`src/wts_pkg.sv`:
```
// types, constants and helpers shared by the world-to-screen projection block
// no dependencies
package wts_pkg;

  localparam int CoordW  = 24;
  localparam int CoefW   = 16;
  localparam int ProdW   = CoordW + CoefW;      // 40
  localparam int ClipW   = 43;
  localparam int SumW    = ClipW + 1;           // cx+cw, cw-cy
  localparam int DimW    = 14;
  localparam int ScaledW = SumW + DimW + 1;     // 59
  localparam int DivW    = 62;
  localparam int DenW    = ClipW + 1;           // 2*cw
  localparam int QuotW   = 16;
  localparam int QDepth  = 8;
  localparam int QPtrW   = $clog2(QDepth);
  localparam int FracAlign = 20;

  // 10*cw >= 2^25 is cw >= 3355444
  localparam logic signed [ClipW-1:0] CwMin = 43'sd3355444;

  localparam logic [2:0] REG_X_COEF = 3'd0;
  localparam logic [2:0] REG_Y_COEF = 3'd1;
  localparam logic [2:0] REG_Z_COEF = 3'd2;
  localparam logic [2:0] REG_TRANS  = 3'd3;
  localparam logic [2:0] REG_WIDTH  = 3'd4;
  localparam logic [2:0] REG_HEIGHT = 3'd5;

  localparam int LaneX = 0;
  localparam int LaneY = 1;
  localparam int LaneW = 3;

  typedef struct packed {
    logic signed [CoordW-1:0] pos_x;
    logic signed [CoordW-1:0] pos_y;
    logic signed [CoordW-1:0] pos_z;
  } wts_in_t;

  typedef struct packed {
    logic                     in_front;
    logic signed [15:0]       screen_x;
    logic signed [15:0]       screen_y;
  } wts_out_t;

  typedef struct packed {
    logic [63:0]     x_coefficients;
    logic [63:0]     y_coefficients;
    logic [63:0]     z_coefficients;
    logic [63:0]     translation_terms;
    logic [DimW-1:0] screen_width;
    logic [DimW-1:0] screen_height;
  } wts_cfg_t;

  typedef struct packed {
    logic                    in_front;
    logic signed [SumW-1:0]  sum_x;
    logic signed [SumW-1:0]  sum_y;
    logic signed [ClipW-1:0] cw;
  } wts_qent_t;

  function automatic logic signed [CoefW-1:0] lane(input logic [63:0] r, input int k);
    lane = $signed(r[CoefW*k +: CoefW]);
  endfunction

endpackage

```
`src/wts_queue.sv`:
```
// short fifo between the front and back ends, flop based
// depends on wts_pkg
module wts_queue import wts_pkg::*; (
  input  logic      clk,
  input  logic      rst_n,
  input  logic      push,
  input  wts_qent_t push_data,
  input  logic      pop,
  output wts_qent_t pop_data,
  output logic      empty,
  output logic      almost_full
);

  wts_qent_t        mem_r [QDepth];
  logic [QPtrW-1:0] wr_r, wr_nxt, rd_r, rd_nxt;
  logic [QPtrW:0]   cnt_r, cnt_nxt;

  assign empty    = (cnt_r == '0);
  // leaves room for the items still in the front pipeline
  assign almost_full = (cnt_r > (QPtrW+1)'(QDepth - 4));
  assign pop_data = mem_r[rd_r];

  always_comb begin
    wr_nxt  = push ? wr_r + 1'b1 : wr_r;
    rd_nxt  = pop  ? rd_r + 1'b1 : rd_r;
    cnt_nxt = cnt_r + (QPtrW+1)'(push) - (QPtrW+1)'(pop);
  end

  always_ff @(posedge clk) begin
    if (push) begin
      mem_r[wr_r] <= push_data;
    end
    if (!rst_n) begin
      wr_r  <= '0;
      rd_r  <= '0;
      cnt_r <= '0;
    end else begin
      wr_r  <= wr_nxt;
      rd_r  <= rd_nxt;
      cnt_r <= cnt_nxt;
    end
  end

endmodule

```
`config.mk`:
```
export PLATFORM = sky130hd
export DESIGN_NAME = wts_queue
export DESIGN_NICKNAME = d
export VERILOG_FILES = /design/src/wts_pkg.sv /design/src/wts_queue.sv
export SDC_FILE = /design/constraint.sdc
export NUM_CORES = 1
export LEC_CHECK = 0
export ABC_CLOCK_PERIOD_IN_PS = 26800
export BUFFER_PORTS_ARGS = -buffer_cell sky130_fd_sc_hd__buf_2
export CORE_ASPECT_RATIO = 0.7
export CORE_MARGIN = 10
export CORE_UTILIZATION = 33
export DETAILED_ROUTE_END_ITERATION = 10
export SLEW_MARGIN = 0
export SYNTH_ARGS = -nofsm -noshare
export SYNTH_HDL_FRONTEND = slang
export SYNTH_SLANG_ARGS = --single-unit
```
`constraint.sdc`:
```
create_clock -name clk -period 26.8 [get_ports clk]
set_input_delay 2.68 -clock clk [delete_from_list [all_inputs] [get_ports clk]]
set_output_delay 2.68 -clock clk [all_outputs]
set_load 0.02 [all_outputs]
```
==> qor.txt, run 1 <==
run status - completed
average size of a mapped cell - 25.6 sq um
library cell used as clock root buffer - sky130_fd_sc_hd__clkbuf_16
Worst Path Class, Setup - reg -> out
highest clock rate - 130 MHz
final-report hold violation count - 0
routed vias/inst - 4.83
total length of routed wires - 87800 um
cell type with the highest aggregate area in the netlist - sky130_fd_sc_hd__edfxtp_1
Worst Skew - 0.0201 ns
Worst setup SP type - flop
core occupancy in the finished layout - 0.387
number of routed nets with antenna violations - 0
shortest period the worst path allows - 7.67 ns
Clock H-tree levels - 3
TritonCTS buffer count - 103
portion of the post-synthesis area used by sequential elements - 0.782
violation count after the first detailed-route iteration - 1173
overall die height - 314 um
maximum number of pins on one net before global-route repair - 88
max-cap violations - 0
number of buffers added on ports - 269
power density relative to cell area - 77.0 nW/um^2
setup violators final - 0
remaining max-slew budget at the tightest pin - 0.272
arrival time of data at the critical path endpoint - 4.99 ns
slew at the pin with the worst max-slew slack - 1.09 ns
class of the tightest hold or removal check - reg -> reg
Leakage Power - 15.1 nW
post-CTS resize count - 0
Initial Utilization - 0.334
setup repair after global routing missed its margin - false
average routed wire per standard cell - 24.0 um
nature of the critical path endpoint - primary output
library cells used by synthesis - 27
aggregate global routing overflow - 0
Clk Latency, worst-skew pair - 0.70 ns
die outline area - 139000 sq um
via count of the first global-routing pass - 19000
initial antenna violation count - 10
drt first pass iters - 7
crit path max fanout - 54
vias after detailed routing - 17700
synthesized area - 40900 sq um
maximum buffer depth of the clock tree - 3
TritonCTS clock tree - done
share of final-layout standard cells stronger than drive strength 1 - 0.359
count of yosys warnings during synthesis - 0
worst supply voltage drop on vdd - 0.0000482 V
number of slew-limit violations in the final report - 0
leading post-synthesis cells by cell area - sky130_fd_sc_hd__edfxtp_1, sky130_fd_sc_hd__mux4_1, sky130_fd_sc_hd__mux4_2
weighted congestion at the end of routability-driven global placement - 0.663
floorplan core area - 122000 sq um
DP Wirelength - 48700 um
global routing usage summed across all routing layers - 0.124
wire length of the first global-routing pass - 129000 um
number of ports placed on the die boundary - 270
aggregate negative setup slack - 0 ns
synthesis-stage register bit count - 1069
share of the cycle needed by the critical path after routing - 0.286
Net count, final - 2074
Core Rows - 107
Area growth, synth to finish - 15.9%
overall die width - 441 um
clock edge transition at the registers on the reported setup and hold paths - 0.06 ns
TritonCTS Sinks - 1069
Post-route DRC - 0
hold buffer count at CTS - 0
post-synthesis net count - 1741
area fraction of the dominant cell type after synthesis - 0.776
Setup Fix Bufs, Post-CTS - 0
required time of the critical path - 24.12 ns
gate count after technology mapping - 1596
layer usage:
layer,wire length (um),track usage,up-vias
met5,52,0,-
met4,1610,0.0292,8
met1,37000,0.160,9531
met2,45000,0.212,347
met3,4190,0.0300,117
li1,-,-,7655
logic make-up after synthesis:
kind of cell    synth area share
compound gates          0.000551
simple gates             0.00355
xor+xnor                 0.00107
fa+ha+maj                0.00294
buf+inv                   0.0152
flops                      0.782
mux                        0.195
where the power goes:
group	internal (mW)	switching, mW
clock network	0.830	0.613
logic	0.131	0.178
registers	1.88	0.0148
placed cells by master (no fill, tap or decap), types with 5 or more instances in the layout:
cell type	n
sky130_fd_sc_hd__buf_4	33
sky130_fd_sc_hd__clkbuf_1	19
sky130_fd_sc_hd__nor2_4	6
sky130_fd_sc_hd__mux2_2	132
sky130_fd_sc_hd__and2_1	7
sky130_fd_sc_hd__inv_6	8
sky130_fd_sc_hd__buf_2	269
sky130_fd_sc_hd__inv_1	7
sky130_fd_sc_hd__mux4_2	133
sky130_fd_sc_hd__nand2_1	5
sky130_fd_sc_hd__bufinv_16	12
sky130_fd_sc_hd__ha_1	8
sky130_fd_sc_hd__clkbuf_16	104
sky130_fd_sc_hd__dfxtp_1	10
sky130_fd_sc_hd__clkinv_2	15
sky130_fd_sc_hd__mux4_1	131
sky130_fd_sc_hd__diode_2	5
sky130_fd_sc_hd__edfxtp_1	1056
sky130_fd_sc_hd__clkinv_1	26
worst max-delay path, cell delays in order (launching register included):
cell and delay (ns):
sky130_fd_sc_hd__dfxtp_4 0.62, sky130_fd_sc_hd__buf_4 0.72, sky130_fd_sc_hd__buf_4 0.70, sky130_fd_sc_hd__buf_4 0.90, sky130_fd_sc_hd__mux4_1 0.67, sky130_fd_sc_hd__mux2_2 0.29
sky130_fd_sc_hd__buf_2 0.17
sequential cells by signal, summed over array words and instances, names as in the netlist, named ones only:
name and flops:
mem_r 1056, rd_r 3, wr_r 3, cnt_r 4
path summary, 6_finish.rpt:
check | from | end | slack (ns) | depth (start not counted)
max | flop | pop_data[103] | 19.13 | 6
min | rd_r[1] | flop | 0.53 | 2
max reg2reg | wr_r[0] | mem_r[3][4] | 23.11 | 5
min reg2reg | rd_r[1] | flop | 0.53 | 2
per-stage QoR:
| step | cell area [sq um] | power [mW] | std cells | hold WS (ns) | worst slack, ns |
|---|---|---|---|---|---|
| 2_1_floorplan | 40900 | 2.15 | 1596 | 0.512 | 14.33 |
| 3_3_place_gp | 44000 | 2.24 | 3459 | 0.517 | 19.81 |
| 3_5_place_dp | 44000 | 2.25 | 3459 | 0.529 | 19.73 |
| 4_1_cts | 47400 | 3.71 | 3649 | 0.538 | 18.95 |
| 5_1_grt | 47400 | 3.80 | 3650 | 0.574 | 18.74 |
| 6_report | 47400 | 3.65 | 3654 | 0.535 | 19.13 |
synthesized netlist by cell type, drive strengths merged:
library cell  count
a21o              1
mux2            132
nand2             5
ha                8
and3              1
fa                1
xor2              2
nor3              2
mux2i             3
mux4            264
nor2              6
xnor2             3
o21ai             2
clkbuf           28
nor2b             3
buf              47
edfxtp         1056
dfxtp            13
inv               7
nand2b            4
a21oi             1
and2              7
layout make-up:
type | instances | area [sq um]
antenna | 5 | 12.5
multi-input combinational | 445 | 8340
timing repair buffer | 303 | 1610
inverter | 7 | 26.3
tap | 1635 | 2050
clock inverter | 67 | 689
sequential | 1069 | 32000
clock buffer | 123 | 2670
fill | 10800 | 75000
No activity file was read; power rests on OpenSTA's default activity.
==> run 2: changes to the inputs <==
- ABC_CLOCK_PERIOD_IN_PS: 26800 -> 6200
- clock period: 26.8 -> 6.2 ns (I/O delays scaled with it)
==> run 2 against run 1 <==
Compared with the run above:
- the run now ends with slew limit left
- clock-buffer cell count rose by 7
- critical path depth decreased by 2
- global-route usage decreased by 0.42 points
- hold slack worse by 0.36 ns
- die area unchanged
- clock power rose to 4.4 times the previous value
- register-to-register slack lost 19 ns
- clock skew increased by 0.0049 ns
==> qor.txt, run 2 (same netlist as run 1, synthesis figures left out) <==
reg-to-reg setup timing slack - 3.63 ns
setup repair after global routing missed its margin - false
Initial Utilization - 0.334
DP Wirelength - 44300 um
commonest non-fill, non-tap cells in the layout - sky130_fd_sc_hd__edfxtp_1, sky130_fd_sc_hd__buf_2, sky130_fd_sc_hd__mux4_2, sky130_fd_sc_hd__mux2_2, sky130_fd_sc_hd__mux4_1
die outline area - 139000 sq um
maximum number of pins on one net before global-route repair - 163
aggregate negative setup slack - 0 ns
violated checks - slew limit
TritonCTS Sinks - 1069
number of buffers added on ports - 269
required time of the critical path - 5.58 ns
Worst Min Path Start - push_data[30]
overall die height - 314 um
flip-flop count of the largest register after layout - 1056
most common library cell in the layout ignoring fill and taps - sky130_fd_sc_hd__edfxtp_1
sink of the worst hold path - mem_r[2][30]
maximum buffer depth of the clock tree - 3
worst supply voltage drop on vdd - 0.000266 V
Net count, final - 2065
met1 routing resource usage after global routing - 0.151
via count of the first global-routing pass - 18700
post-CTS resize count - 0
most congested layer reported by global routing - met2
TritonCTS clock tree - done
violation count after the first detailed-route iteration - 1312
library cell used as clock root buffer - sky130_fd_sc_hd__clkbuf_16
Worst Path Class, Setup - reg -> out
drt first pass iters - 5
remaining max-slew budget at the tightest pin - -0.0650
register bank with the most flops - mem_r
run status - finished, violations left
global routing usage summed across all routing layers - 0.120
routed vias/inst - 4.77
number of ports placed on the die boundary - 270
Clock H-tree levels - 3
Clk Latency, worst-skew pair - 0.71 ns
Reg2Reg Depth - 3
core occupancy in the finished layout - 0.389
overall die width - 441 um
highest clock rate - 243 MHz
power density relative to cell area - 335 nW/um^2
weighted congestion at the end of routability-driven global placement - 0.678
class of the tightest hold or removal check - in -> reg
share of the cycle needed by the critical path after routing - 0.663
vias after detailed routing - 17400
share of final-layout standard cells stronger than drive strength 1 - 0.359
aggregate global routing overflow - 0
Area growth, synth to finish - 16.4%
Core Rows - 107
capturing point of the worst reg2reg path - mem_r[2][106]
TritonCTS buffer count - 104
total chip power - 15.9 mW
arrival time of data at the critical path endpoint - 3.49 ns
nature of the critical path endpoint - primary output
number of slew-limit violations in the final report - 58
max-cap violations - 0
clock edge transition at the registers on the reported setup and hold paths - 0.07 ns
shortest period the worst path allows - 4.11 ns
worst hold path depth - 1
crit path max fanout - 40
setup violators final - 0
wire length of the first global-routing pass - 124000 um
average routed wire per standard cell - 23.2 um
total length of routed wires - 84500 um
GR Util met3 - 0.0313
biggest regs - mem_r (1056), cnt_r (4)
initial antenna violation count - 15
final-layout worst hold slack - 0.171 ns
R2R Path Start - wr_r[1]
slew at the pin with the worst max-slew slack - 1.60 ns
hold buffer count at CTS - 0
Leakage Power - 15.1 nW
GR met2 Demand/Resource - 0.205
floorplan core area - 122000 sq um
final-report hold violation count - 0
Worst Skew - 0.0250 ns
Post-route DRC - 0
Worst setup SP type - flop
Setup Fix Bufs, Post-CTS - 0
number of routed nets with antenna violations - 0
## run 2: cell types whose count changed in the layout (fill, tap and decap cells not counted), sizes merged
cell	before	now
buf	303	293
clkbuf	123	130
clkinv	44	33
clkinvlp	1	6
bufinv	12	14
inv	17	14
diode	5	8
## run 2: worst max-delay path by stage
| stage | cells after the start | startpoint | slack (ns) | end |
|---|---|---|---|---|
| after CTS | 4 | flop | 1.93 | pop_data[35] |
| after global placement | 4 | flop | 2.79 | pop_data[39] |
| final | 4 | flop | 2.09 | pop_data[35] |
| after detailed placement | 4 | flop | 2.76 | pop_data[35] |
| after global routing | 4 | flop | 1.82 | pop_data[111] |
| after floorplan | 2 | push | -0.66 | mem_r[1][0] |
## run 2: final cells by class
cell class	count	area, sq um
diodes	8	20.0
clock buffers	130	2790
clock inverters	60	671
fillers	10800	74800
inverters	7	26.3
multi-input cells	445	8350
flip-flops and latches	1069	32000
well taps	1635	2050
repair buffers	293	1680
## run 2: layer usage
metal | routed length, um | vias up | part of all wire
met3 | 4080 | 146 | 0.048
met2 | 43300 | 322 | 0.51
met5 | 89 | - | 0.0011
li1 | - | 7650 | -
met4 | 1910 | 12 | 0.023
met1 | 35100 | 9283 | 0.42
## run 2: critical path, stage by stage, from the launching register on
cell	delay (ns)
sky130_fd_sc_hd__dfxtp_4	0.84
sky130_fd_sc_hd__buf_4	0.73
sky130_fd_sc_hd__mux4_1	0.64
sky130_fd_sc_hd__mux2_2	0.30
sky130_fd_sc_hd__buf_2	0.17
## run 2: power by group
group	switching, mW	total (mW)	internal (mW)
Clock	2.61	6.38	3.77
Sequential	0.0558	8.20	8.14
Combinational	0.765	1.33	0.569
## run 2: through the flow
step	setup WS (ns)	cells	area (sq um)
after floorplan	-0.656	1596	40900
after global placement	2.79	3449	44100
after detailed placement	2.76	3449	44100
after CTS	1.93	3639	47500
after global routing	1.82	3642	47600
final	2.09	3647	47600
==> run 3: changes to the inputs <==
- ABC_CLOCK_PERIOD_IN_PS: 6200 -> 3900
- clock period: 6.2 -> 3.9 ns (I/O delays scaled with it)
==> run 3 against run 2 <==
Compared with the run above:
- final cell count up 4.2%
- via count up 4.8%
- largest cell class unchanged
- clock power up 53%
- utilization up 1.3 points
- design area up 3.3%
- critical path depth up 1
- first-iteration DRC count down 2.9%
- global-route usage up 0.54 points
- the run now ends clean
- power up 58%
==> qor.txt, run 3 (same netlist as run 1, synthesis figures left out) <==
register bank with the most flops - mem_r
class of the tightest hold or removal check - in -> reg
via count of the first global-routing pass - 19800
setup repair after global routing missed its margin - false
power dissipated by switching net loads - 5.63 mW
max-cap violations - 0
nature of the critical path endpoint - primary output
total length of routed wires - 87800 um
Clock H-tree levels - 3
weighted congestion at the end of routability-driven global placement - 0.662
Worst Min Path Start - pop
slew at the pin with the worst max-slew slack - 1.01 ns
wire length of the first global-routing pass - 131000 um
maximum number of pins on one net before global-route repair - 97
finished layout cell area - 49100 sq um
overall die height - 314 um
Leakage Power - 15.7 nW
area post-placement - 44500 sq um
Max stage delay cell, worst path - sky130_fd_sc_hd__mux4_1
Worst Skew - 0.0213 ns
number of routed nets with antenna violations - 0
total instance count after detailed placement - 3468
share of final-layout standard cells stronger than drive strength 1 - 0.346
cell internal pwr - 19.5 mW
commonest non-fill, non-tap cells in the layout - sky130_fd_sc_hd__edfxtp_1, sky130_fd_sc_hd__buf_2, sky130_fd_sc_hd__mux4_2, sky130_fd_sc_hd__dlygate4sd3_1, sky130_fd_sc_hd__mux2_2
biggest regs - mem_r (1056), cnt_r (4)
worst path buffer plus inverter count - 3
Reg2Reg Depth - 3
Post-route DRC - 0
number of slew-limit violations in the final report - 0
setup violators final - 0
Core Rows - 107
sequential power share - 0.519
TritonCTS buffer count - 104
highest clock rate - 299 MHz
flip-flop count of the largest register after layout - 1056
vias after detailed routing - 18200
Sw Share - 0.224
worst hold path depth - 3
maximum buffer depth of the clock tree - 3
Initial Utilization - 0.334
TritonCTS clock tree - done
violation count after the first detailed-route iteration - 1274
arrival time of data at the critical path endpoint - 2.95 ns
remaining max-slew budget at the tightest pin - 0.329
Worst Path Class, Setup - reg -> out
average routed wire per standard cell - 23.1 um
total chip power - 25.1 mW
die outline area - 139000 sq um
run status - completed
most common library cell in the layout ignoring fill and taps - sky130_fd_sc_hd__edfxtp_1
post-CTS resize count - 0
worst supply voltage drop on vdd - 0.000394 V
crit path max fanout - 19
final-report hold violation count - 0
Clk Latency, worst-skew pair - 0.69 ns
floorplan core area - 122000 sq um
shortest period the worst path allows - 3.34 ns
crit-path leading delay family - multiplexers
clock edge transition at the registers on the reported setup and hold paths - 0.06 ns
aggregate global routing overflow - 0
part of the total power dissipated in combinational logic - 0.092
part of the power in the clock network - 0.389
post-route non-filler standard cell count - 3801
share of the cycle needed by the critical path after routing - 0.857
max incr delay on CP - 0.60 ns
routed vias/inst - 4.80
library cell used as clock root buffer - sky130_fd_sc_hd__clkbuf_16
reg-to-reg setup timing slack - 1.77 ns
Net count, final - 2217
DP Wirelength - 47200 um
Worst setup SP type - flop
initial antenna violation count - 4
required time of the critical path - 3.51 ns
global routing usage summed across all routing layers - 0.126
aggregate negative setup slack - 0 ns
Setup Fix Bufs, Post-CTS - 0
worst path cell trace - buf_12, buf_4, mux4_1, mux2_2, buf_2
overall die width - 441 um
power density relative to cell area - 511 nW/um^2
TritonCTS Sinks - 1069
drt first pass iters - 6
number of buffers added on ports - 269
number of ports placed on the die boundary - 270
capturing point of the worst reg2reg path - mem_r[1][104]
Area growth, synth to finish - 20.2%
number of stages on the worst setup path - 5
R2R Path Start - wr_r[0]
## run 3: changes by cell type in the layout (fill, tap and decap cells not counted), sizes merged
cell / delta
clkbuf: -4
clkinv: +14
inv: +5
buf: +19
dlygate4sd3: +133
clkinvlp: -1
diode: -4
bufinv: -8
## run 3: layout make-up
class	count	area [sq um]
repair buffers	445	3360
fillers	10700	73200
well taps	1635	2050
clock buffers	126	2780
flip-flops and latches	1069	32000
inverters	7	26.3
diodes	4	10.0
clock inverters	70	537
multi-input cells	445	8380
## run 3: routing by layer
| metal | vias to the layer above | global-route usage | wire length [um] |
|---|---|---|---|
| li1 | 7964 | - | - |
| met1 | 9771 | 0.166 | 38100 |
| met2 | 378 | 0.208 | 43700 |
| met3 | 131 | 0.0298 | 4020 |
| met4 | 2 | 0.0325 | 1940 |
| met5 | - | 0 | 12 |
## run 3: power by group through the flow
| stage | clock network, mW | registers (mW) | logic, mW |
|---|---|---|---|
| 2_1_floorplan | 0 | 13.3 | 1.45 |
| 3_3_place_gp | 0 | 13.3 | 2.21 |
| 3_5_place_dp | 0 | 13.3 | 2.25 |
| 4_1_cts | 10.1 | 13.0 | 2.38 |
| 5_1_grt | 10.5 | 13.0 | 2.49 |
| 6_report | 9.75 | 13.0 | 2.31 |
## run 3: worst max path at each step
| stage | end | slack (ns) |
|---|---|---|
| 2_1_floorplan | mem_r[3][0] | -0.64 |
| 3_3_place_gp | pop_data[35] | 1.26 |
| 3_5_place_dp | pop_data[35] | 1.23 |
| 4_1_cts | pop_data[35] | 0.42 |
| 5_1_grt | pop_data[103] | 0.38 |
| 6_report | pop_data[35] | 0.56 |
## run 3: worst reg2reg max path: stages, from the launching register on
cell and delay, ns:
sky130_fd_sc_hd__dfxtp_1 0.53, sky130_fd_sc_hd__nand2b_1 0.20, sky130_fd_sc_hd__nor2_4 0.18, sky130_fd_sc_hd__buf_4 0.76
## run 3: per-stage QoR
step	util	setup WS (ns)	hold WS, ns
floorplan	-	-0.640	0.489
global placement	0.363	1.26	0.546
detailed placement	0.363	1.23	0.544
CTS	0.401	0.424	0.0285
global route	0.401	0.376	0.0630
finish	0.401	0.556	0.108
## run 3: repair_timing
| action | 4_1_cts | 5_1_grt |
|---|---|---|
| hold buffers | 133 | 0 |
| endpoints found under the hold margin | 1059 | 0 |
| endpoints found under the setup margin | 0 | 0 |
